==> src/rtl/assert_macros.svh <==
// Assertion macros shared by the autotile source select RTL.
// Included by the files that carry concurrent checks; no other dependencies.
`ifndef ASSERT_MACROS_SVH
`define ASSERT_MACROS_SVH

// Check a property on the rising clock edge, idle while reset is asserted.
`define ATSS_ASSERT(lbl, prop, msg) \
  lbl: assert property (@(posedge clk_i) disable iff (!rst_ni) (prop)) else $error(msg);

`endif

==> src/rtl/atss_pkg.sv <==
// Package for the autotile source select block: field widths, texture mode
// codes, the tile classification record and the classification function.
// No dependencies.
package atss_pkg;

  // Input and output field widths
  localparam int MODE_W   = 3;
  localparam int VC_W     = 5;
  localparam int POS_W    = 8;
  localparam int NB_W     = 8;
  localparam int SRC_X_W  = 9;
  localparam int SRC_Y_W  = 7;
  localparam int S_DATA_W = 40;  // 34 bits of fields, padded to bytes
  localparam int M_DATA_W = 16;

  // Sprite index widths
  localparam int CX_W = 4;
  localparam int CY_W = 2;

  // Remainder unit: 16-bit dividend, divisor 0..16, four bits per stage
  localparam int PROD_W       = 16;
  localparam int REM_W        = 4;
  localparam int BITS_PER_STG = 4;
  localparam int NUM_REM_STG  = PROD_W / BITS_PER_STG;
  localparam logic [VC_W-1:0] MAX_VARIANTS = VC_W'(16);

  // Neighbor match bit positions
  localparam int NB_ABOVE = 0;
  localparam int NB_LEFT  = 1;
  localparam int NB_BELOW = 2;
  localparam int NB_RIGHT = 3;
  localparam int NB_UL    = 4;
  localparam int NB_UR    = 5;
  localparam int NB_DL    = 6;
  localparam int NB_DR    = 7;

  typedef enum logic [MODE_W-1:0] {
    MODE_PLAIN  = 3'd0,
    MODE_RANDOM = 3'd1,
    MODE_HORIZ  = 3'd2,
    MODE_VERT   = 3'd3,
    MODE_SIDE   = 3'd4,
    MODE_FULL   = 3'd5
  } tex_mode_e;

  // Sprite index for one tile; use_rand picks the remainder as column
  typedef struct packed {
    logic            use_rand;
    logic [CX_W-1:0] cx;
    logic [CY_W-1:0] cy;
  } tile_cls_t;

  // Per-stage payload of the remainder pipeline
  typedef struct packed {
    logic [PROD_W-1:0] prod;
    logic [REM_W-1:0]  rem;
    logic [VC_W-1:0]   vc;
    tile_cls_t         cls;
  } stage_pl_t;

  // Clamp the random variant count to the sheet's maximum
  function automatic logic [VC_W-1:0] clamp_vc(logic [VC_W-1:0] vc);
    return (vc > MAX_VARIANTS) ? MAX_VARIANTS : vc;
  endfunction

  // Pick the sprite index from door state, texture mode and neighbors
  function automatic tile_cls_t classify(logic door, logic open,
                                         logic [MODE_W-1:0] mode,
                                         logic [VC_W-1:0] vc_c,
                                         logic [NB_W-1:0] nb);
    tile_cls_t c;
    logic a, l, b, r, ul, ur, dl, dr;
    a  = nb[NB_ABOVE];
    l  = nb[NB_LEFT];
    b  = nb[NB_BELOW];
    r  = nb[NB_RIGHT];
    ul = nb[NB_UL];
    ur = nb[NB_UR];
    dl = nb[NB_DL];
    dr = nb[NB_DR];
    c  = '0;
    if (door) begin
      c.cx = CX_W'(open);
    end else begin
      unique case (tex_mode_e'(mode))
        MODE_RANDOM: begin
          c.use_rand = (vc_c != '0);
        end
        MODE_HORIZ: begin
          priority if (l && r) c.cx = CX_W'(1);
          else if (r)          c.cx = CX_W'(0);
          else if (l)          c.cx = CX_W'(2);
          else                 c.cx = CX_W'(3);
        end
        MODE_VERT: begin
          priority if (a && b) c.cy = CY_W'(1);
          else if (b)          c.cy = CY_W'(0);
          else if (a)          c.cy = CY_W'(2);
          else                 c.cy = CY_W'(3);
        end
        MODE_SIDE: begin
          if (a && b && l && r) begin
            // inner corner pieces; all corners matching leaves zero
            if (!ul)      begin c.cx = CX_W'(1); c.cy = CY_W'(2); end
            else if (!ur) begin c.cx = CX_W'(0); c.cy = CY_W'(2); end
            else if (!dl) begin c.cx = CX_W'(1); c.cy = CY_W'(1); end
            else if (!dr) begin c.cx = CX_W'(0); c.cy = CY_W'(1); end
          end
          else if (!a && b && l && r)  begin c.cx = CX_W'(3); c.cy = CY_W'(0); end
          else if (a && !b && l && r)  begin c.cx = CX_W'(3); c.cy = CY_W'(2); end
          else if (a && b && !l && r)  begin c.cx = CX_W'(2); c.cy = CY_W'(1); end
          else if (a && b && l && !r)  begin c.cx = CX_W'(4); c.cy = CY_W'(1); end
          else if (!a && b && !l && r) begin c.cx = CX_W'(2); c.cy = CY_W'(0); end
          else if (!a && b && l && !r) begin c.cx = CX_W'(4); c.cy = CY_W'(0); end
          else if (a && !b && !l && r) begin c.cx = CX_W'(2); c.cy = CY_W'(2); end
          else if (a && !b && l && !r) begin c.cx = CX_W'(4); c.cy = CY_W'(2); end
        end
        MODE_FULL: begin
          c.cx = {r, b, l, a};
          if ((a && l && ul) || (a && r && ur) || (b && l && dl) || (b && r && dr))
            c.cy = CY_W'(1);
          if (a && l && b && r) begin
            if (!ul && !ur && !dl && !dr) c.cy = CY_W'(1);
            // single missing corner selects a dedicated piece
            if (!ul && ur && dl && dr)      begin c.cx = CX_W'(5); c.cy = CY_W'(2); end
            else if (ul && !ur && dl && dr) begin c.cx = CX_W'(4); c.cy = CY_W'(2); end
            else if (ul && ur && !dl && dr) begin c.cx = CX_W'(5); c.cy = CY_W'(1); end
            else if (ul && ur && dl && !dr) begin c.cx = CX_W'(4); c.cy = CY_W'(1); end
          end
        end
        default: begin
          c = '0;  // plain and unused codes
        end
      endcase
    end
    return c;
  endfunction

endpackage

==> src/rtl/atss_rem_stage.sv <==
// One slice of the restoring remainder unit: four dividend bits per slice.
// Depends on atss_pkg.
module atss_rem_stage
  import atss_pkg::*;
(
  input  logic [REM_W-1:0]        rem_i,
  input  logic [BITS_PER_STG-1:0] bits_i,   // next dividend bits, MSB first
  input  logic [VC_W-1:0]         div_i,
  output logic [REM_W-1:0]        rem_o
);

  // Shift in each dividend bit, MSB first, subtracting the divisor when it fits
  always_comb begin
    logic [REM_W:0] t;
    t = {1'b0, rem_i};
    for (int i = BITS_PER_STG - 1; i >= 0; i--) begin
      t = {t[REM_W-1:0], bits_i[i]};
      if (t >= (REM_W + 1)'(div_i)) t = t - (REM_W + 1)'(div_i);
    end
    rem_o = t[REM_W-1:0];
  end

endmodule

==> src/rtl/autotile_source_select_core.sv <==
// Top level of the autotile source select block: classification, remainder
// pipeline and output scaling. Depends on atss_pkg, atss_rem_stage and
// assert_macros.svh.

// Each tile transfer yields one result: the sprite-sheet source offset in
// pixels. The pipeline takes one tile per cycle unless the output stalls
// with every stage full. The random column is the remainder (x + y*x) mod
// variant count. A product stage comes first, and the remainder is then
// worked out four dividend bits per stage over four stages. A final stage
// scales the sprite index by TILE_SIZE and registers the result. Every
// stage carries a valid bit and loads when it is empty or the stage after
// it loads, so bubbles close up. While a finished result waits at the
// output, a new tile is still taken as long as an earlier stage is empty.
`include "assert_macros.svh"

module autotile_source_select_core
  import atss_pkg::*;
#(
  parameter int TILE_SIZE = 32
) (
  input  logic                clk_i,
  input  logic                rst_ni,
  // is_door[0], door_open[1], tex_mode[4:2], variant_count[9:5],
  // pos_x[17:10], pos_y[25:18], neighbor_match[33:26], zero pad
  input  logic [S_DATA_W-1:0] s_axis_tdata,
  input  logic                s_axis_tvalid,
  output logic                s_axis_tready,
  // src_x_px[8:0], src_y_px[15:9]
  output logic [M_DATA_W-1:0] m_axis_tdata,
  output logic                m_axis_tvalid,
  input  logic                m_axis_tready
);

  localparam int TS_W  = $clog2(TILE_SIZE + 1);
  localparam int XP_W  = (CX_W + TS_W > SRC_X_W) ? CX_W + TS_W : SRC_X_W;
  localparam int YP_W  = (CY_W + TS_W > SRC_Y_W) ? CY_W + TS_W : SRC_Y_W;
  localparam int NSTG  = NUM_REM_STG + 2;  // product, remainder slices, output
  localparam int LAST  = NSTG - 1;

  // Input field unpack
  logic              in_door;
  logic              in_open;
  logic [MODE_W-1:0] in_mode;
  logic [VC_W-1:0]   in_vc;
  logic [POS_W-1:0]  in_x;
  logic [POS_W-1:0]  in_y;
  logic [NB_W-1:0]   in_nb;

  assign in_door = s_axis_tdata[0];
  assign in_open = s_axis_tdata[1];
  assign in_mode = s_axis_tdata[4:2];
  assign in_vc   = s_axis_tdata[9:5];
  assign in_x    = s_axis_tdata[17:10];
  assign in_y    = s_axis_tdata[25:18];
  assign in_nb   = s_axis_tdata[33:26];

  logic [NSTG-1:0]       vld_q;
  logic [NSTG-1:0]       en;
  stage_pl_t             pl_q [NUM_REM_STG+1];
  stage_pl_t             pl_d [NUM_REM_STG+1];
  logic [SRC_X_W-1:0]    src_x_q, src_x_d;
  logic [SRC_Y_W-1:0]    src_y_q, src_y_d;
  logic                  rem_in_range;

  // Stage load enables: a stage loads when empty or when it drains
  always_comb begin
    en[LAST] = !vld_q[LAST] || m_axis_tready;
    for (int k = LAST - 1; k >= 0; k--) begin
      en[k] = !vld_q[k] || en[k+1];
    end
  end

  assign s_axis_tready = en[0];

  // Product stage: x*(y+1) and sprite classification
  always_comb begin
    logic [VC_W-1:0] vc_c;
    vc_c            = clamp_vc(in_vc);
    pl_d[0].prod    = PROD_W'((PROD_W + 1)'(in_x) * ((PROD_W + 1)'(in_y) + 17'd1));
    pl_d[0].rem     = '0;
    pl_d[0].vc      = vc_c;
    pl_d[0].cls     = classify(in_door, in_open, in_mode, vc_c, in_nb);
  end

  // Remainder slices, most significant dividend bits first
  for (genvar k = 1; k <= NUM_REM_STG; k++) begin : g_rem
    logic [REM_W-1:0] rem_nxt;

    atss_rem_stage u_rem (
      .rem_i  (pl_q[k-1].rem),
      .bits_i (pl_q[k-1].prod[PROD_W-1-(k-1)*BITS_PER_STG -: BITS_PER_STG]),
      .div_i  (pl_q[k-1].vc),
      .rem_o  (rem_nxt)
    );

    always_comb begin
      pl_d[k]     = pl_q[k-1];
      pl_d[k].rem = rem_nxt;
    end
  end

  // Output stage: final column select and scaling by the tile size
  always_comb begin
    logic [CX_W-1:0] cx_fin;
    logic [XP_W-1:0] xp;
    logic [YP_W-1:0] yp;
    cx_fin  = pl_q[NUM_REM_STG].cls.use_rand ? CX_W'(pl_q[NUM_REM_STG].rem)
                                             : pl_q[NUM_REM_STG].cls.cx;
    xp      = XP_W'(cx_fin) * XP_W'(TILE_SIZE);
    yp      = YP_W'(pl_q[NUM_REM_STG].cls.cy) * YP_W'(TILE_SIZE);
    src_x_d = xp[SRC_X_W-1:0];
    src_y_d = yp[SRC_Y_W-1:0];
  end

  // Valid bits
  always_ff @(posedge clk_i or negedge rst_ni) begin
    if (!rst_ni) begin
      vld_q <= '0;
    end else begin
      if (en[0]) vld_q[0] <= s_axis_tvalid;
      for (int k = 1; k < NSTG; k++) begin
        if (en[k]) vld_q[k] <= vld_q[k-1];
      end
    end
  end

  // Payload registers
  always_ff @(posedge clk_i) begin
    for (int k = 0; k <= NUM_REM_STG; k++) begin
      if (en[k]) pl_q[k] <= pl_d[k];
    end
    if (en[LAST]) begin
      src_x_q <= src_x_d;
      src_y_q <= src_y_d;
    end
  end

  assign m_axis_tvalid = vld_q[LAST];
  assign m_axis_tdata  = {src_y_q, src_x_q};

  // Remainder of the last slice stays below a nonzero divisor
  assign rem_in_range = (pl_q[NUM_REM_STG].vc == '0) ||
                        (VC_W'(pl_q[NUM_REM_STG].rem) < pl_q[NUM_REM_STG].vc);

  // Checks
  `ATSS_ASSERT(a_adv_first, vld_q[0] && en[1] |=> vld_q[1], "item lost after product stage")
  `ATSS_ASSERT(a_rem_bound, vld_q[NUM_REM_STG] |-> rem_in_range, "remainder not below divisor")
  `ATSS_ASSERT(a_full_stall, !en[0] |-> vld_q[LAST] && !m_axis_tready, "bad input stall")

endmodule
==> config.mk <==
export PLATFORM = sky130hd
export DESIGN_NAME = autotile_source_select_core
export DESIGN_NICKNAME = d
export VERILOG_FILES = /design/src/rtl/atss_pkg.sv /design/src/rtl/atss_rem_stage.sv /design/src/rtl/autotile_source_select_core.sv
export VERILOG_INCLUDE_DIRS = /design/src /design/src/rtl
export SDC_FILE = /design/constraint.sdc
export NUM_CORES = 1
export LEC_CHECK = 0
export BUFFER_PORTS_ARGS = -buffer_cell sky130_fd_sc_hd__buf_2
export CORE_MARGIN = 2
export CORE_UTILIZATION = 55
export DETAILED_ROUTE_END_ITERATION = 7
export GPL_TIMING_DRIVEN = 1
export HOLD_SLACK_MARGIN = 0.06
export PLACE_DENSITY = 0.82
export REMOVE_ABC_BUFFERS = 1
export SLEW_MARGIN = 0
export SYNTH_ARGS = -nofsm -noshare
export SYNTH_HDL_FRONTEND = slang
export SYNTH_SLANG_ARGS = --single-unit
==> constraint.sdc <==
create_clock -name clk_i -period 8.4 [get_ports clk_i]
set_input_delay 0.84 -clock clk_i [delete_from_list [all_inputs] [get_ports clk_i]]
set_output_delay 0.84 -clock clk_i [all_outputs]
set_load 0.005 [all_outputs]
==> reports/metrics.cfg <==
[grt]
overflow = 0
grt_pass1_vias = 6995
grt_max_degree = 31
gr-usage-all-layers = 0.204
antenna_found_initial = 0
grt_pass1_wl_um = 32100

[logic_synthesis]
synth_top_family_by_area = adder cells
ys_ff_latch = 123
synth_edf_count = 117
ys_seq_area_frac = 0.369
synthArstFlopShare = 0.0488
syn-instance-count = 914
synth_area_sq_mm = 0.00992
synth_compound_area_frac = 0.108
avgSynthCellArea_sq_um = 10.9
yosys_warnings = 0
synth_mux_area_frac = 0.0421
synth_fa_ha_area_frac = 0.261
ys_types = 61
synth-simple-area-share = 0.120
synthXorXnorAreaFrac = 0.0442
synthFlopType = edfxtp_1

[hold_path]
hp-class = in -> async

[die]
die_w_um = 138
num_rows = 49
die_area_sq_mm = 0.0191
io_pins = 62
die-height_um = 138
initial_core_util = 0.556
core_area_sq_mm = 0.0178

[worst_setup_path]
rr_endpoint = pl_q[0][109]$_DFFE_PP_
endpoint_kind = flop
cp.arrival_ps = 7160
start_kind = flop
reg2reg_from = pl_q[0][72]$_DFFE_PP_
critical_path_class = reg -> reg
reg2reg_slack_ps = 1400
r2r_cells = 21
worstPathMaxFanout = 8
cp.required_ps = 8560

[finish]
final_cell_area_sq_mm = 0.0109
layout-drive-gt1-share = 0.126
multi_input_area_sq_mm = 0.00574
diodes = 0
nets = 1185
final_cell_mix = 117 x ha_1, 117 x edfxtp_1, 115 x inv_1
regArea_sq_mm = 0.00366
fin_util = 0.613
area_growth_pct = 10.3
nFillCells = 1352

[routing]
ant_nets = 0
drt_iter0_markers = 459
vias = 6818
via_per_inst = 5.63
drc_errors = 0
wl_per_cell_um = 15.5
routed_wl_um = 18700
firstDrtPassIters = 5

[place]
placed_area_sq_mm = 0.0104
gp_congestion = 0.889
dp_slack_ps = 1620
dp_hpwl_um = 14100
portBuffers = 45

[timing]
finalCriticalPeriod_ps = 7000
setup_viol = 0
finClkSkew_ps = 11.4
finalHoldViolations = 0
max-slew-margin-rel = 0.214
worstMarginPinSlew_ps = 1180
max_freq_mhz = 143
setup_tns_ps = 0
fin_crit_sh = 0.834
postLayoutSetupSlackWorst_ps = 1400
slew_violations = 0
rsz0062_at_grt = no

[job]
cap_violations = 0

[clocking]
numCtsBuffers = 17
clk_path_buf_depth = 2
cts_root_buf = clkbuf_16
clkLatencyLatePin_ps = 420
post-cts-setup-buffers = 0
ctsResizeCount = 0
cts_sinks = 123
cts_tree = done
clk_pin_slew_ps = 60
hold_buffers = 0
cts.htree.levels = 4

[run_status]
status = finished clean

how the worst max path moves through the flow:
| stage | from | end | slack (ps) | cells after the start |
|---|---|---|---|---|
| after floorplan | pl_q[0][72]$_DFFE_PP_ | pl_q[0][109]$_DFFE_PP_ | 2380 | 21 |
| after global placement | pl_q[0][72]$_DFFE_PP_ | pl_q[0][111]$_DFFE_PP_ | 1640 | 21 |
| after detailed placement | pl_q[0][40]$_DFFE_PP_ | pl_q[0][78]$_DFFE_PP_ | 1620 | 21 |
| after CTS | pl_q[0][72]$_DFFE_PP_ | pl_q[0][111]$_DFFE_PP_ | 1500 | 21 |
| after global routing | pl_q[0][40]$_DFFE_PP_ | pl_q[0][79]$_DFFE_PP_ | 1000 | 21 |
| final | pl_q[0][72]$_DFFE_PP_ | pl_q[0][109]$_DFFE_PP_ | 1400 | 21 |
state kept, by name, indices dropped and copies added (netlist names):
name	flops
vld_q	6
pl_q	111
src_x_q	4
src_y_q	2
metrics by stage:
step | hold WS, ps | cells
floorplan | 400 | 903
global placement | 400 | 1178
detailed placement | 405 | 1178
CTS | 237 | 1210
global route | 240 | 1210
finish | 244 | 1210
logic make-up (layout without fill, tap and decap cells):
| kind of cell | after synthesis | count (layout) |
|---|---|---|
| flops | 123 | 123 |
| fa+ha+maj | 173 | 173 |
| buf+inv | 135 | 193 |
| simple gates | 239 | 239 |
| xor+xnor | 50 | 50 |
| mux | 37 | 37 |
| other cells | 1 | 10 |
| compound gates | 156 | 156 |
area by class of cell:
type                    instances  area share
multi-input cells             665       0.525
flip-flops and latches        123       0.335
inverters                     115      0.0395
clock buffers                  18      0.0392
well taps                     229      0.0262
repair buffers                 46      0.0213
clock inverters                14      0.0140
synthesized netlist by cell type (3+ instances only):
cell      count  area [sq um]
o31ai_1      10          75.1
o32ai_1       3          26.3
xnor2_1      30           263
and3_1        5          31.3
a31oi_1      10          62.6
mux2_2       29           327
nand3_1      12          60.1
nand2_1      75           282
a21o_1       21           158
fa_1         56          1120
edfxtp_1    117          3510
or2_2         6          37.5
buf_4        10          75.1
nor2b_1      18           113
o21ai_1       5          25.0
or3_1         9          56.3
o21a_1        7          52.6
inv_1       115           432
dfrtp_1       6           150
nand2b_1     16           100
a21oi_1      46           230
nor3_1       15          75.1
and2_1       31           194
nor2_1       39           146
a211oi_1      7          52.6
clkbuf_1     10          37.5
o21ai_0      13          65.1
ha_1        117          1460
nand4_1       5          31.3
mux2i_1       5          50.1
o31ai_2       4          50.1
xor2_1       20           175
per-layer routing:
metal,wire [um],vias up,GRT usage
met5,0,-,0
met4,468,0,0.0741
met3,690,38,0.0329
met2,9680,177,0.364
met1,7870,3285,0.250
li1,-,3318,-
worst max-delay path, stage by stage, from the launching register on:
cell	delay [ps]
edfxtp_1	480
inv_1	300
ha_1	300
nor2b_1	140
o31ai_1	340
a31o_2	320
mux2_4	330
ha_1	350
a21o_1	130
a31oi_1	40
o21ai_1	460
mux2_2	410
ha_1	310
nand2_1	60
o31ai_1	750
nor2_1	100
a21oi_1	350
ha_1	320
a21o_1	180
a21o_1	200
o221ai_1	480
mux2_2	400
Power is left out: the tool's default activity adds up to more than one toggle a clock period on the data nets, which glitch-free logic cannot reach.
